File: src/hw/rtl/gpm_pkg.sv
package gpm_pkg;

    localparam int DEF_MAX_SEGMENTS      = 16;
    localparam int DEF_MAX_LITERAL_BYTES = 64;
    localparam int DEF_MAX_CANDIDATE     = 256;

    localparam logic [1:0] OP_PATTERN = 2'd0;
    localparam logic [1:0] OP_CAND    = 2'd1;
    localparam logic [1:0] OP_RUN     = 2'd2;

    localparam logic [1:0] KIND_NONE    = 2'd0;
    localparam logic [1:0] KIND_STAR    = 2'd1;
    localparam logic [1:0] KIND_SINGLE  = 2'd2;
    localparam logic [1:0] KIND_LITERAL = 2'd3;

    localparam logic [7:0] DOT_BYTE = 8'h2E;

    typedef enum logic [3:0] {
        ST_IDLE,
        ST_BEGIN,
        ST_PREFIX,
        ST_PREFIX_CHK,
        ST_LIT,
        ST_LIT_CHK,
        ST_BACK,
        ST_CHECK,
        ST_OUT
    } gpm_state_t;

    typedef struct packed {
        logic run_init;
        logic seg_begin;
        logic pfx_adv;
        logic lit_adv;
        logic seg_next;
        logic back;
        logic finish;
        logic match_val;
        logic out_load;
    } gpm_cmd_t;

    typedef struct packed {
        logic seg_end;
        logic pfx_single;
        logic pfx_ok;
        logic lit_done;
        logic lit_ok;
        logic back_ok;
        logic full;
        logic out_free;
        logic out_last;
    } gpm_stat_t;

endpackage

File: src/hw/rtl/gpm_ram.sv
module gpm_ram
    import gpm_pkg::*;
#(
    parameter int WIDTH = 8,
    parameter int DEPTH = 64
)
(
    input  logic                                   clk,
    input  logic                                   we,
    input  logic [((DEPTH > 1) ? $clog2(DEPTH) : 1)-1:0] addr,
    input  logic [WIDTH-1:0]                       wdata,
    output logic [WIDTH-1:0]                       rdata
);

    logic [WIDTH-1:0] mem_reg [DEPTH];
    logic [WIDTH-1:0] rdata_reg;

    always_ff @(posedge clk)
    begin
        if (we)
        begin
            mem_reg[addr] <= wdata;
        end
        rdata_reg <= mem_reg[addr];
    end

    assign rdata = rdata_reg;

endmodule

File: src/hw/rtl/gpm_ctrl.sv
module gpm_ctrl
    import gpm_pkg::*;
(
    input  logic      clk,
    input  logic      rst_n,
    input  logic      in_valid,
    input  logic [1:0] opcode,
    input  gpm_stat_t stat,
    output logic      in_stall,
    output gpm_cmd_t  cmd
);

    gpm_state_t state_reg;
    gpm_state_t state_next;

    always_ff @(posedge clk or negedge rst_n)
    begin
        if (!rst_n)
        begin
            state_reg <= ST_IDLE;
        end
        else
        begin
            state_reg <= state_next;
        end
    end

    always_comb
    begin
        state_next = state_reg;
        cmd        = '0;
        in_stall   = 1'b1;
        unique case (state_reg)
            ST_IDLE:
            begin
                in_stall = 1'b0;
                if (in_valid && opcode == OP_RUN)
                begin
                    cmd.run_init = 1'b1;
                    state_next   = ST_BEGIN;
                end
            end
            ST_BEGIN:
            begin
                if (stat.seg_end)
                begin
                    state_next = ST_CHECK;
                end
                else
                begin
                    cmd.seg_begin = 1'b1;
                    state_next    = ST_PREFIX;
                end
            end
            ST_PREFIX:
            begin
                // candidate byte read is issued here for the single wildcard
                state_next = stat.pfx_single ? ST_PREFIX_CHK : ST_LIT;
            end
            ST_PREFIX_CHK:
            begin
                if (stat.pfx_ok)
                begin
                    cmd.pfx_adv = 1'b1;
                    state_next  = ST_LIT;
                end
                else
                begin
                    state_next = ST_BACK;
                end
            end
            ST_LIT:
            begin
                if (stat.lit_done)
                begin
                    cmd.seg_next = 1'b1;
                    state_next   = ST_BEGIN;
                end
                else
                begin
                    state_next = ST_LIT_CHK;
                end
            end
            ST_LIT_CHK:
            begin
                if (stat.lit_ok)
                begin
                    cmd.lit_adv = 1'b1;
                    state_next  = ST_LIT;
                end
                else
                begin
                    state_next = ST_BACK;
                end
            end
            ST_BACK:
            begin
                if (stat.back_ok)
                begin
                    cmd.back   = 1'b1;
                    state_next = ST_PREFIX;
                end
                else
                begin
                    cmd.finish = 1'b1;
                    state_next = ST_OUT;
                end
            end
            ST_CHECK:
            begin
                if (stat.full)
                begin
                    cmd.finish    = 1'b1;
                    cmd.match_val = 1'b1;
                    state_next    = ST_OUT;
                end
                else
                begin
                    state_next = ST_BACK;
                end
            end
            ST_OUT:
            begin
                if (stat.out_free)
                begin
                    cmd.out_load = 1'b1;
                    if (stat.out_last)
                    begin
                        state_next = ST_IDLE;
                    end
                end
            end
            default:
            begin
                state_next = ST_IDLE;
            end
        endcase
    end

    a_back_only_on_fail: assert property (@(posedge clk) disable iff (!rst_n)
        cmd.back |-> ($past(state_reg) == ST_PREFIX_CHK || $past(state_reg) == ST_LIT_CHK
                      || $past(state_reg) == ST_CHECK))
        else $error("backtrack entered without a failed step");
    a_finish_to_out: assert property (@(posedge clk) disable iff (!rst_n)
        cmd.finish |=> state_reg == ST_OUT)
        else $error("finished run did not move to result delivery");
    a_run_from_idle: assert property (@(posedge clk) disable iff (!rst_n)
        cmd.run_init |-> !in_stall)
        else $error("run started while input stalled");

endmodule

File: src/hw/rtl/gpm_dp.sv
module gpm_dp
    import gpm_pkg::*;
#(
    parameter int MAX_SEGMENTS      = DEF_MAX_SEGMENTS,
    parameter int MAX_LITERAL_BYTES = DEF_MAX_LITERAL_BYTES,
    parameter int MAX_CANDIDATE     = DEF_MAX_CANDIDATE
)
(
    input  logic       clk,
    input  logic       rst_n,
    input  logic       in_accept,
    input  logic [1:0] opcode,
    input  logic [1:0] token_kind,
    input  logic       restart,
    input  logic [7:0] byte_req,
    input  gpm_cmd_t   cmd,
    output gpm_stat_t  stat,
    input  logic       out_stall,
    output logic       out_valid,
    output logic       matched,
    output logic [3:0] segment_index,
    output logic [8:0] start_index,
    output logic       has_index,
    output logic       overflow,
    output logic       last
);

    localparam int SW   = (MAX_SEGMENTS > 1) ? $clog2(MAX_SEGMENTS) : 1;
    localparam int CNTW = $clog2(MAX_SEGMENTS + 1);
    localparam int LAW  = (MAX_LITERAL_BYTES > 1) ? $clog2(MAX_LITERAL_BYTES) : 1;
    localparam int LCW  = $clog2(MAX_LITERAL_BYTES + 1);
    localparam int CAW  = (MAX_CANDIDATE > 1) ? $clog2(MAX_CANDIDATE) : 1;
    localparam int CW   = $clog2(MAX_CANDIDATE + 1);
    localparam int SUMW = ((CW > LCW) ? CW : LCW) + 2;

    // pattern tables
    logic [1:0]     pfx_reg   [MAX_SEGMENTS];
    logic [LCW-1:0] off_reg   [MAX_SEGMENTS];
    logic [LCW-1:0] len_reg   [MAX_SEGMENTS];
    logic [CW-1:0]  start_reg [MAX_SEGMENTS];

    logic [CNTW-1:0] count_reg;
    logic [LCW-1:0]  used_reg;
    logic            drop_reg;
    logic [CW-1:0]   cand_len_reg;
    logic            ovf_reg;

    // matcher registers
    logic [CNTW-1:0] cur_seg_reg;
    logic [CW-1:0]   cur_pos_reg;
    logic [CW-1:0]   mark_pos_reg;
    logic [SW-1:0]   mark_seg_reg;
    logic            mark_valid_reg;
    logic [LCW-1:0]  k_reg;
    logic            match_reg;
    logic [SW-1:0]   oidx_reg;

    logic            out_valid_reg;
    logic            matched_reg;
    logic [3:0]      segment_index_reg;
    logic [8:0]      start_index_reg;
    logic            has_index_reg;
    logic            overflow_reg;
    logic            last_reg;

    logic            pat;
    logic            cnd;
    logic [CNTW-1:0] cnt_eff;
    logic [CNTW-1:0] seg_last;
    logic [LCW-1:0]  used_eff;
    logic            drop_eff;
    logic            lit_take;
    logic            lit_ovf;
    logic            seg_take;
    logic            seg_ovf;
    logic            cand_take;
    logic            cand_ovf;

    logic [SW-1:0]   cur_idx;
    logic [LCW:0]    lit_addr;
    logic [CW:0]     mark_inc;
    logic [SUMW-1:0] back_sum;
    logic [LAW-1:0]  lit_ram_addr;
    logic [CAW-1:0]  cand_ram_addr;
    logic [7:0]      lit_rdata;
    logic [7:0]      cand_rdata;
    logic            pos_in;

    always_comb
    begin
        pat       = in_accept && opcode == OP_PATTERN;
        cnd       = in_accept && opcode == OP_CAND;
        cnt_eff   = restart ? '0 : count_reg;
        used_eff  = restart ? '0 : used_reg;
        drop_eff  = restart ? 1'b0 : drop_reg;
        seg_last  = cnt_eff - CNTW'(1);
        lit_take  = pat && token_kind == KIND_LITERAL && cnt_eff != '0 && !drop_eff
                    && {1'b0, used_eff} < (LCW+1)'(MAX_LITERAL_BYTES);
        lit_ovf   = pat && token_kind == KIND_LITERAL && cnt_eff != '0 && !drop_eff
                    && {1'b0, used_eff} >= (LCW+1)'(MAX_LITERAL_BYTES);
        seg_take  = pat && token_kind != KIND_LITERAL
                    && {1'b0, cnt_eff} < (CNTW+1)'(MAX_SEGMENTS);
        seg_ovf   = pat && token_kind != KIND_LITERAL
                    && {1'b0, cnt_eff} >= (CNTW+1)'(MAX_SEGMENTS);
        cand_take = cnd && {1'b0, cand_len_reg} < (CW+1)'(MAX_CANDIDATE);
        cand_ovf  = cnd && !cand_take;
    end

    assign cur_idx  = cur_seg_reg[SW-1:0];
    assign lit_addr = {1'b0, off_reg[cur_idx]} + {1'b0, k_reg};
    assign mark_inc = {1'b0, mark_pos_reg} + (CW+1)'(1);
    assign back_sum = SUMW'(mark_inc) + SUMW'(len_reg[mark_seg_reg]);
    assign pos_in   = cur_pos_reg < cand_len_reg;

    assign lit_ram_addr  = lit_take ? used_eff[LAW-1:0] : lit_addr[LAW-1:0];
    assign cand_ram_addr = cand_take ? cand_len_reg[CAW-1:0] : cur_pos_reg[CAW-1:0];

    gpm_ram #(
        .WIDTH (8),
        .DEPTH (MAX_LITERAL_BYTES)
    ) u_lit_ram (
        .clk   (clk),
        .we    (lit_take),
        .addr  (lit_ram_addr),
        .wdata (byte_req),
        .rdata (lit_rdata)
    );

    gpm_ram #(
        .WIDTH (8),
        .DEPTH (MAX_CANDIDATE)
    ) u_cand_ram (
        .clk   (clk),
        .we    (cand_take),
        .addr  (cand_ram_addr),
        .wdata (byte_req),
        .rdata (cand_rdata)
    );

    always_comb
    begin
        stat.seg_end    = {1'b0, cur_seg_reg} >= {1'b0, count_reg};
        stat.pfx_single = pfx_reg[cur_idx] == KIND_SINGLE;
        stat.pfx_ok     = pos_in && cand_rdata != DOT_BYTE;
        stat.lit_done   = k_reg == len_reg[cur_idx];
        stat.lit_ok     = pos_in && lit_addr < (LCW+1)'(MAX_LITERAL_BYTES)
                          && cand_rdata == lit_rdata;
        stat.back_ok    = mark_valid_reg && back_sum <= SUMW'(cand_len_reg);
        stat.full       = cur_pos_reg == cand_len_reg;
        stat.out_free   = !out_valid_reg || !out_stall;
        stat.out_last   = count_reg == '0 || CNTW'(oidx_reg) == count_reg - CNTW'(1);
    end

    always_ff @(posedge clk or negedge rst_n)
    begin
        if (!rst_n)
        begin
            count_reg      <= '0;
            used_reg       <= '0;
            drop_reg       <= 1'b0;
            cand_len_reg   <= '0;
            ovf_reg        <= 1'b0;
            cur_seg_reg    <= '0;
            cur_pos_reg    <= '0;
            mark_pos_reg   <= '0;
            mark_seg_reg   <= '0;
            mark_valid_reg <= 1'b0;
            k_reg          <= '0;
            match_reg      <= 1'b0;
            oidx_reg       <= '0;
            out_valid_reg  <= 1'b0;
        end
        else
        begin
            if (pat)
            begin
                count_reg <= cnt_eff + CNTW'(seg_take);
                used_reg  <= used_eff + LCW'(lit_take);
                drop_reg  <= seg_ovf || (drop_eff && !seg_take);
            end
            if (cand_take)
            begin
                cand_len_reg <= cand_len_reg + CW'(1);
            end
            if (lit_ovf || seg_ovf || cand_ovf)
            begin
                ovf_reg <= 1'b1;
            end

            if (cmd.run_init)
            begin
                cur_seg_reg    <= '0;
                cur_pos_reg    <= '0;
                mark_valid_reg <= 1'b0;
                k_reg          <= '0;
                oidx_reg       <= '0;
            end
            if (cmd.seg_begin)
            begin
                k_reg <= '0;
                if (pfx_reg[cur_idx] == KIND_STAR)
                begin
                    mark_pos_reg   <= cur_pos_reg;
                    mark_seg_reg   <= cur_idx;
                    mark_valid_reg <= 1'b1;
                end
            end
            if (cmd.pfx_adv)
            begin
                cur_pos_reg <= cur_pos_reg + CW'(1);
            end
            if (cmd.lit_adv)
            begin
                cur_pos_reg <= cur_pos_reg + CW'(1);
                k_reg       <= k_reg + LCW'(1);
            end
            if (cmd.seg_next)
            begin
                cur_seg_reg <= cur_seg_reg + CNTW'(1);
            end
            if (cmd.back)
            begin
                // star swallows one more character
                mark_pos_reg <= mark_inc[CW-1:0];
                cur_pos_reg  <= mark_inc[CW-1:0];
                cur_seg_reg  <= CNTW'(mark_seg_reg);
                k_reg        <= '0;
            end
            if (cmd.finish)
            begin
                match_reg <= cmd.match_val;
            end

            if (cmd.out_load)
            begin
                out_valid_reg <= 1'b1;
                if (stat.out_last)
                begin
                    oidx_reg     <= '0;
                    cand_len_reg <= '0;
                    ovf_reg      <= 1'b0;
                end
                else
                begin
                    oidx_reg <= oidx_reg + SW'(1);
                end
            end
            else if (!out_stall)
            begin
                out_valid_reg <= 1'b0;
            end
        end
    end

    always_ff @(posedge clk)
    begin
        if (seg_take)
        begin
            pfx_reg[cnt_eff[SW-1:0]] <= token_kind;
            off_reg[cnt_eff[SW-1:0]] <= used_eff;
            len_reg[cnt_eff[SW-1:0]] <= '0;
        end
        if (lit_take)
        begin
            len_reg[seg_last[SW-1:0]] <= len_reg[seg_last[SW-1:0]] + LCW'(1);
        end
        if (cmd.run_init)
        begin
            for (int i = 0; i < MAX_SEGMENTS; i++)
            begin
                start_reg[i] <= '0;
            end
        end
        else if (cmd.seg_begin)
        begin
            start_reg[cur_idx] <= cur_pos_reg;
        end
        if (cmd.out_load)
        begin
            matched_reg       <= match_reg;
            segment_index_reg <= 4'(oidx_reg);
            start_index_reg   <= (count_reg == '0) ? 9'd0 : 9'(start_reg[oidx_reg]);
            has_index_reg     <= count_reg != '0;
            overflow_reg      <= ovf_reg;
            last_reg          <= stat.out_last;
        end
    end

    assign out_valid     = out_valid_reg;
    assign matched       = matched_reg;
    assign segment_index = segment_index_reg;
    assign start_index   = start_index_reg;
    assign has_index     = has_index_reg;
    assign overflow      = overflow_reg;
    assign last          = last_reg;

    a_count_range: assert property (@(posedge clk) disable iff (!rst_n)
        {1'b0, count_reg} <= (CNTW+1)'(MAX_SEGMENTS))
        else $error("segment count beyond table");
    a_cand_range: assert property (@(posedge clk) disable iff (!rst_n)
        {1'b0, cand_len_reg} <= (CW+1)'(MAX_CANDIDATE))
        else $error("candidate length beyond store");
    a_lit_range: assert property (@(posedge clk) disable iff (!rst_n)
        {1'b0, used_reg} <= (LCW+1)'(MAX_LITERAL_BYTES))
        else $error("literal fill beyond store");
    a_load_free: assert property (@(posedge clk) disable iff (!rst_n)
        cmd.out_load |-> (!out_valid_reg || !out_stall))
        else $error("result overwritten before transfer");

endmodule

File: src/hw/rtl/glob_pattern_matcher.sv
// channel | handshake           | payload
// in      | in_valid / in_stall | opcode token_kind restart byte_req
// out     | out_valid/out_stall | matched segment_index start_index has_index overflow last
//
// pattern and candidate items each load while in_stall is low
// a run steps through each segment attempt, with an extra check for a single wildcard, then
// each compared byte, each backtrack and the close of the run, paced by the single read port of
// the candidate and literal memories, then delivers one result per cycle when out_stall is low
// input is stalled from the run item until the last result is loaded into the output register
// rst_n clears counts and flags; pattern and candidate memories hold no reset value
module glob_pattern_matcher
    import gpm_pkg::*;
#(
    parameter int MAX_SEGMENTS      = DEF_MAX_SEGMENTS,
    parameter int MAX_LITERAL_BYTES = DEF_MAX_LITERAL_BYTES,
    parameter int MAX_CANDIDATE     = DEF_MAX_CANDIDATE
)
(
    input  logic       clk,
    input  logic       rst_n,
    input  logic       in_valid,
    output logic       in_stall,
    input  logic [1:0] opcode,
    input  logic [1:0] token_kind,
    input  logic       restart,
    input  logic [7:0] byte_req,
    output logic       out_valid,
    input  logic       out_stall,
    output logic       matched,
    output logic [3:0] segment_index,
    output logic [8:0] start_index,
    output logic       has_index,
    output logic       overflow,
    output logic       last
);

    gpm_cmd_t  cmd;
    gpm_stat_t stat;
    logic      in_accept;

    assign in_accept = in_valid && !in_stall;

    gpm_ctrl u_ctrl (
        .clk      (clk),
        .rst_n    (rst_n),
        .in_valid (in_valid),
        .opcode   (opcode),
        .stat     (stat),
        .in_stall (in_stall),
        .cmd      (cmd)
    );

    gpm_dp #(
        .MAX_SEGMENTS      (MAX_SEGMENTS),
        .MAX_LITERAL_BYTES (MAX_LITERAL_BYTES),
        .MAX_CANDIDATE     (MAX_CANDIDATE)
    ) u_dp (
        .clk           (clk),
        .rst_n         (rst_n),
        .in_accept     (in_accept),
        .opcode        (opcode),
        .token_kind    (token_kind),
        .restart       (restart),
        .byte_req      (byte_req),
        .cmd           (cmd),
        .stat          (stat),
        .out_stall     (out_stall),
        .out_valid     (out_valid),
        .matched       (matched),
        .segment_index (segment_index),
        .start_index   (start_index),
        .has_index     (has_index),
        .overflow      (overflow),
        .last          (last)
    );

endmodule
File: config.mk
export PLATFORM = sky130hd
export DESIGN_NAME = glob_pattern_matcher
export DESIGN_NICKNAME = d
export VERILOG_FILES = /design/src/hw/rtl/gpm_pkg.sv /design/src/hw/rtl/gpm_ram.sv /design/src/hw/rtl/gpm_ctrl.sv /design/src/hw/rtl/gpm_dp.sv /design/src/hw/rtl/glob_pattern_matcher.sv
export SDC_FILE = /design/constraint.sdc
export NUM_CORES = 2
export LEC_CHECK = 0
export BUFFER_PORTS_ARGS = -buffer_cell sky130_fd_sc_hd__clkbuf_2
export CAP_MARGIN = 20
export CORE_MARGIN = 2
export CORE_UTILIZATION = 40
export DETAILED_ROUTE_END_ITERATION = 8
export PLACE_DENSITY = 0.65
export SLEW_MARGIN = 0
export SYNTH_ARGS = -nofsm -noshare
export SYNTH_HDL_FRONTEND = slang
export SYNTH_SLANG_ARGS = --single-unit
File: constraint.sdc
create_clock -name clk -period 7.9 [get_ports clk]
set_input_delay 0.395 -clock clk [delete_from_list [all_inputs] [get_ports clk]]
set_output_delay 0.395 -clock clk [all_outputs]
set_load 0.01 [all_outputs]
==> results.py <==
metrics = {
    "pwr": {
        "leakage_nw": 47.1,
        "worst_ir_drop_vdd_uv": 323,
        "p_int_mw": 31.1,
        "share_clk_of_total_power_pct": 31.9,
        "seq_power_share_pct": 39.8,
        "comb_power_share_pct": 28.3,
        "p_switching_mw": 15.3,
        "power-per-cell-area_nw_per_um2": 327,
        "netSwitchingFraction_pct": 33.0,
    },
    "global_routing": {
        "grt_pass1_vias": 75300,
        "antenna_found_initial": 13,
        "grt_pass1_wl_mm": 500,
        "largest_net_degree_at_the_start_of_global_routing": 193,
        "globalRouteMet1Util_pct": 28.0,
        "grt.overflow.total": 0,
        "routing_usage_on_met3_pct": 3.41,
        "met2_usage_pct": 33.5,
        "global_route.usage.total_pct": 20.6,
        "grt-busiest-layer": "met2",
    },
    "sta": {
        "holdWs_ps": 41.8,
        "maxClockFrequency_mhz": 167,
        "hold_viol_final": 0,
        "final.min_clock_period_ps": 5990,
        "final_min_period_over_clock_period_pct": 75.8,
        "report.final.setup_viol": 0,
        "final-max-slew-violation-count": 0,
        "worst_tran_pin_value_ps": 1420,
        "slew_headroom_pct": 5.12,
        "rsz0062_at_grt": "no",
        "finalSetupTns_ps": 0,
        "clock_skew_ps": 108,
    },
    "finish": {
        "multi_input_gate_area_in_the_final_layout_um2": 32600,
        "post-route-util_pct": 45.0,
        "final.fill_count": 27100,
        "flow.area_growth_from_synthesis_pct": 12.1,
        "area.sequential_um2": 91400,
        "fin_nets": 8736,
        "layout-drive-gt1-share_pct": 10.7,
        "largest_reg_flops": 2048,
    },
    "worst_setup_path": {
        "crit_fanout": 57,
        "worstSetupPathType": "reg2reg",
        "critical_path.cell_chain": "nand4bb_1 > nor2_4 > a31o_4 > buf_4 > a221o_1 > a311oi_1 > or4_1 > o21ai_0 > nand4_1",
        "regToRegSetupSlack_ps": 1910,
        "critical-path-max-stage-delay_ps": 960,
        "critPathRequiredTime_ps": 8620,
        "cpMaxStageDelayCell": "sky130_fd_sc_hd__nand4bb_1",
        "setup.worst_path.end_class": "register",
        "setup.worst_path.start_class": "register",
        "critPathArrivalTime_ps": 6710,
        "cp_top_family": "simple AND/OR/NAND/NOR gates",
        "critical_path.n_buffers_inverters": 1,
    },
    "place": {
        "number_of_port_buffers": 35,
        "hpwl_mm": 207,
        "routabilityCongestion": 0.888,
    },
    "die": {
        "die_height_um": 566,
        "io_pins": 36,
        "design.die.area_um2": 320000,
        "placeableCoreArea_um2": 315000,
        "core.rowCount": 206,
        "die_x_um": 566,
        "effective_utilization_at_floorplan_pct": 40.2,
    },
    "clock_tree": {
        "post_cts.repair.setup_buffers": 0,
        "cts-htree-levels": 5,
        "clk_root_buffer_cell": "sky130_fd_sc_hd__clkbuf_16",
        "clkSinkCount": 3061,
        "worst_skew_pair.late_latency_ps": 900,
        "post_cts_resize_count": 0,
        "cts_buffer_depth": 4,
        "cts_hold_buffers": 10,
        "tritoncts": "built",
        "clk_transition_reported_paths_ps": 60,
        "tritoncts.num_buffers": 317,
    },
    "status": {
        "run_status": "finished clean",
    },
    "detailed_routing": {
        "postRouteWirelength_mm": 341,
        "num_vias": 77300,
        "post_drt_via_cell_ratio": 5.92,
        "drt_pre_antenna_iters": 6,
        "first_iter_violations": 9668,
        "route.detailed.wl_per_inst_um": 26.1,
        "route.antenna.remaining_nets": 0,
        "final_routed_drc_violation_total": 0,
    },
    "yosys": {
        "syn_nets": 8783,
        "yosysWarnings": 0,
        "synthesis.instances": 8707,
        "seq_area_frac_synth_pct": 72.3,
        "synth_cell_type_count": 83,
        "synth_ff_type": "sky130_fd_sc_hd__edfxtp_1",
        "synthesis.area_um2": 126000,
        "synth_enable_flop_cells": 2977,
        "asyncSetResetFlopFracSynth_pct": 2.22,
        "synth_area_per_cell_um2": 14.5,
        "synth-seq-cells": 3061,
    },
    "min_path": {
        "hp-class": "in2reg",
    },
    "job": {
        "maxCapViolCount": 0,
    },
}
-- metal layers --
metal,share of wire [%],vias to the layer above
li1,-,33500
met4,3.6,4
met5,0.0056,-
met3,8.7,632
met2,48,3782
met1,40,39300
-- cell usage in the layout, fill, tap and decap left out, drive strengths merged, types with 15 or more instances in the layout --
master | Yosys | final
inv | 40 | 51
a32oi | 74 | 74
dfxtp | 16 | 16
xor2 | 22 | 22
nor2 | 474 | 474
nand2 | 1478 | 1478
dfrtp | 68 | 68
and3 | 317 | 317
o21ai | 131 | 131
a31oi | 172 | 172
a21o | 15 | 15
nor2b | 25 | 25
buf | 244 | 206
a221o | 67 | 67
o211ai | 28 | 28
clkbuf | 364 | 409
a41oi | 16 | 16
xnor2 | 28 | 28
mux4 | 195 | 195
a211oi | 235 | 235
edfxtp | 2977 | 2977
mux2i | 373 | 373
a21oi | 107 | 107
a21boi | 32 | 32
a311oi | 65 | 65
and2 | 89 | 89
clkinv | 3 | 127
nor3 | 84 | 84
ha | 57 | 57
o31ai | 40 | 40
nand3 | 409 | 409
a2111oi | 20 | 20
nor4 | 76 | 76
a221oi | 67 | 67
or4 | 23 | 23
bufinv | 1 | 34
a31o | 18 | 18
nand4 | 100 | 100
-- stage by stage --
stage	power (mW)	cells	area [um^2]	setup WS, ps
after floorplan	27.9	8707	126000	2250
after global placement	31.6	12500	131000	1910
after detailed placement	31.7	12500	131000	1950
after CTS	46.4	13000	142000	1930
after global routing	48.0	13100	142000	1500
final	46.4	13100	142000	1910
-- cells by family (layout without fill, tap and decap cells) --
kind of cell             Yosys count  in the layout  share of synthesized area (%)
buffers and inverters            652            844                           2.15
other                              0              3                              0
multiplexers                     572            572                           6.47
AO/OA/AOI/OAI                   1166           1166                           6.73
XOR/XNOR                          50             50                          0.347
AND/OR/NAND/NOR                 3147           3147                           11.4
flip-flops                      3061           3061                           72.3
adder cells (fa/ha/maj)           59             59                          0.596
-- synth_stat cells (100+ instances only) --
| library cell | instances | share of area, % |
|---|---|---|
| sky130_fd_sc_hd__edfxtp_1 | 2977 | 71 |
| sky130_fd_sc_hd__nand2_1 | 1478 | 4.4 |
| sky130_fd_sc_hd__nor2_1 | 472 | 1.4 |
| sky130_fd_sc_hd__nand3_1 | 408 | 1.6 |
| sky130_fd_sc_hd__mux2i_1 | 373 | 3.0 |
| sky130_fd_sc_hd__clkbuf_1 | 364 | 1.1 |
| sky130_fd_sc_hd__and3_1 | 317 | 1.6 |
| sky130_fd_sc_hd__a211oi_1 | 235 | 1.4 |
| sky130_fd_sc_hd__mux4_2 | 195 | 3.5 |
| sky130_fd_sc_hd__a31oi_1 | 172 | 0.85 |
| sky130_fd_sc_hd__buf_2 | 132 | 0.52 |
| sky130_fd_sc_hd__o21ai_0 | 120 | 0.48 |
| sky130_fd_sc_hd__a21oi_1 | 107 | 0.42 |
| sky130_fd_sc_hd__nand4_1 | 100 | 0.50 |
-- cell type report --
cell class / instances / share of cell area, %
sequential: 3061 / 64.5
multi-input combinational: 4994 / 23.0
clock buffer: 383 / 5.88
tap: 4160 / 3.67
timing repair buffer: 242 / 1.51
clock inverter: 175 / 1.30
inverter: 44 / 0.126
antenna: 3 / 0.00530
-- path summary, 6_finish.rpt --
check                      cells past startpoint                 start                         endpoint
setup / recovery                               9  u_dp.cand_len_reg[8]         u_dp.u_cand_ram.rdata[6]
hold / removal                                 1           byte_req[7]  u_dp.u_cand_ram.mem_reg[239][7]
setup reg to reg                               9  u_dp.cand_len_reg[8]         u_dp.u_cand_ram.rdata[6]
hold reg to reg                                2      u_dp.used_reg[2]                 u_dp.used_reg[2]
max in group asynchronous                      2                 rst_n              u_dp.cur_seg_reg[0]
min in group asynchronous                      2                 rst_n                 u_dp.oidx_reg[2]
-- power by group through the flow --
stage	registers (mW)	logic [mW]	clock network, mW
2_1_floorplan	18.5	9.37	0
3_3_place_gp	18.8	12.8	0
4_1_cts	18.5	13.0	14.9
3_5_place_dp	18.8	12.9	0
6_report	18.5	13.1	14.8
5_1_grt	18.5	14.0	15.6
No activity file was read; power rests on OpenSTA's default activity.
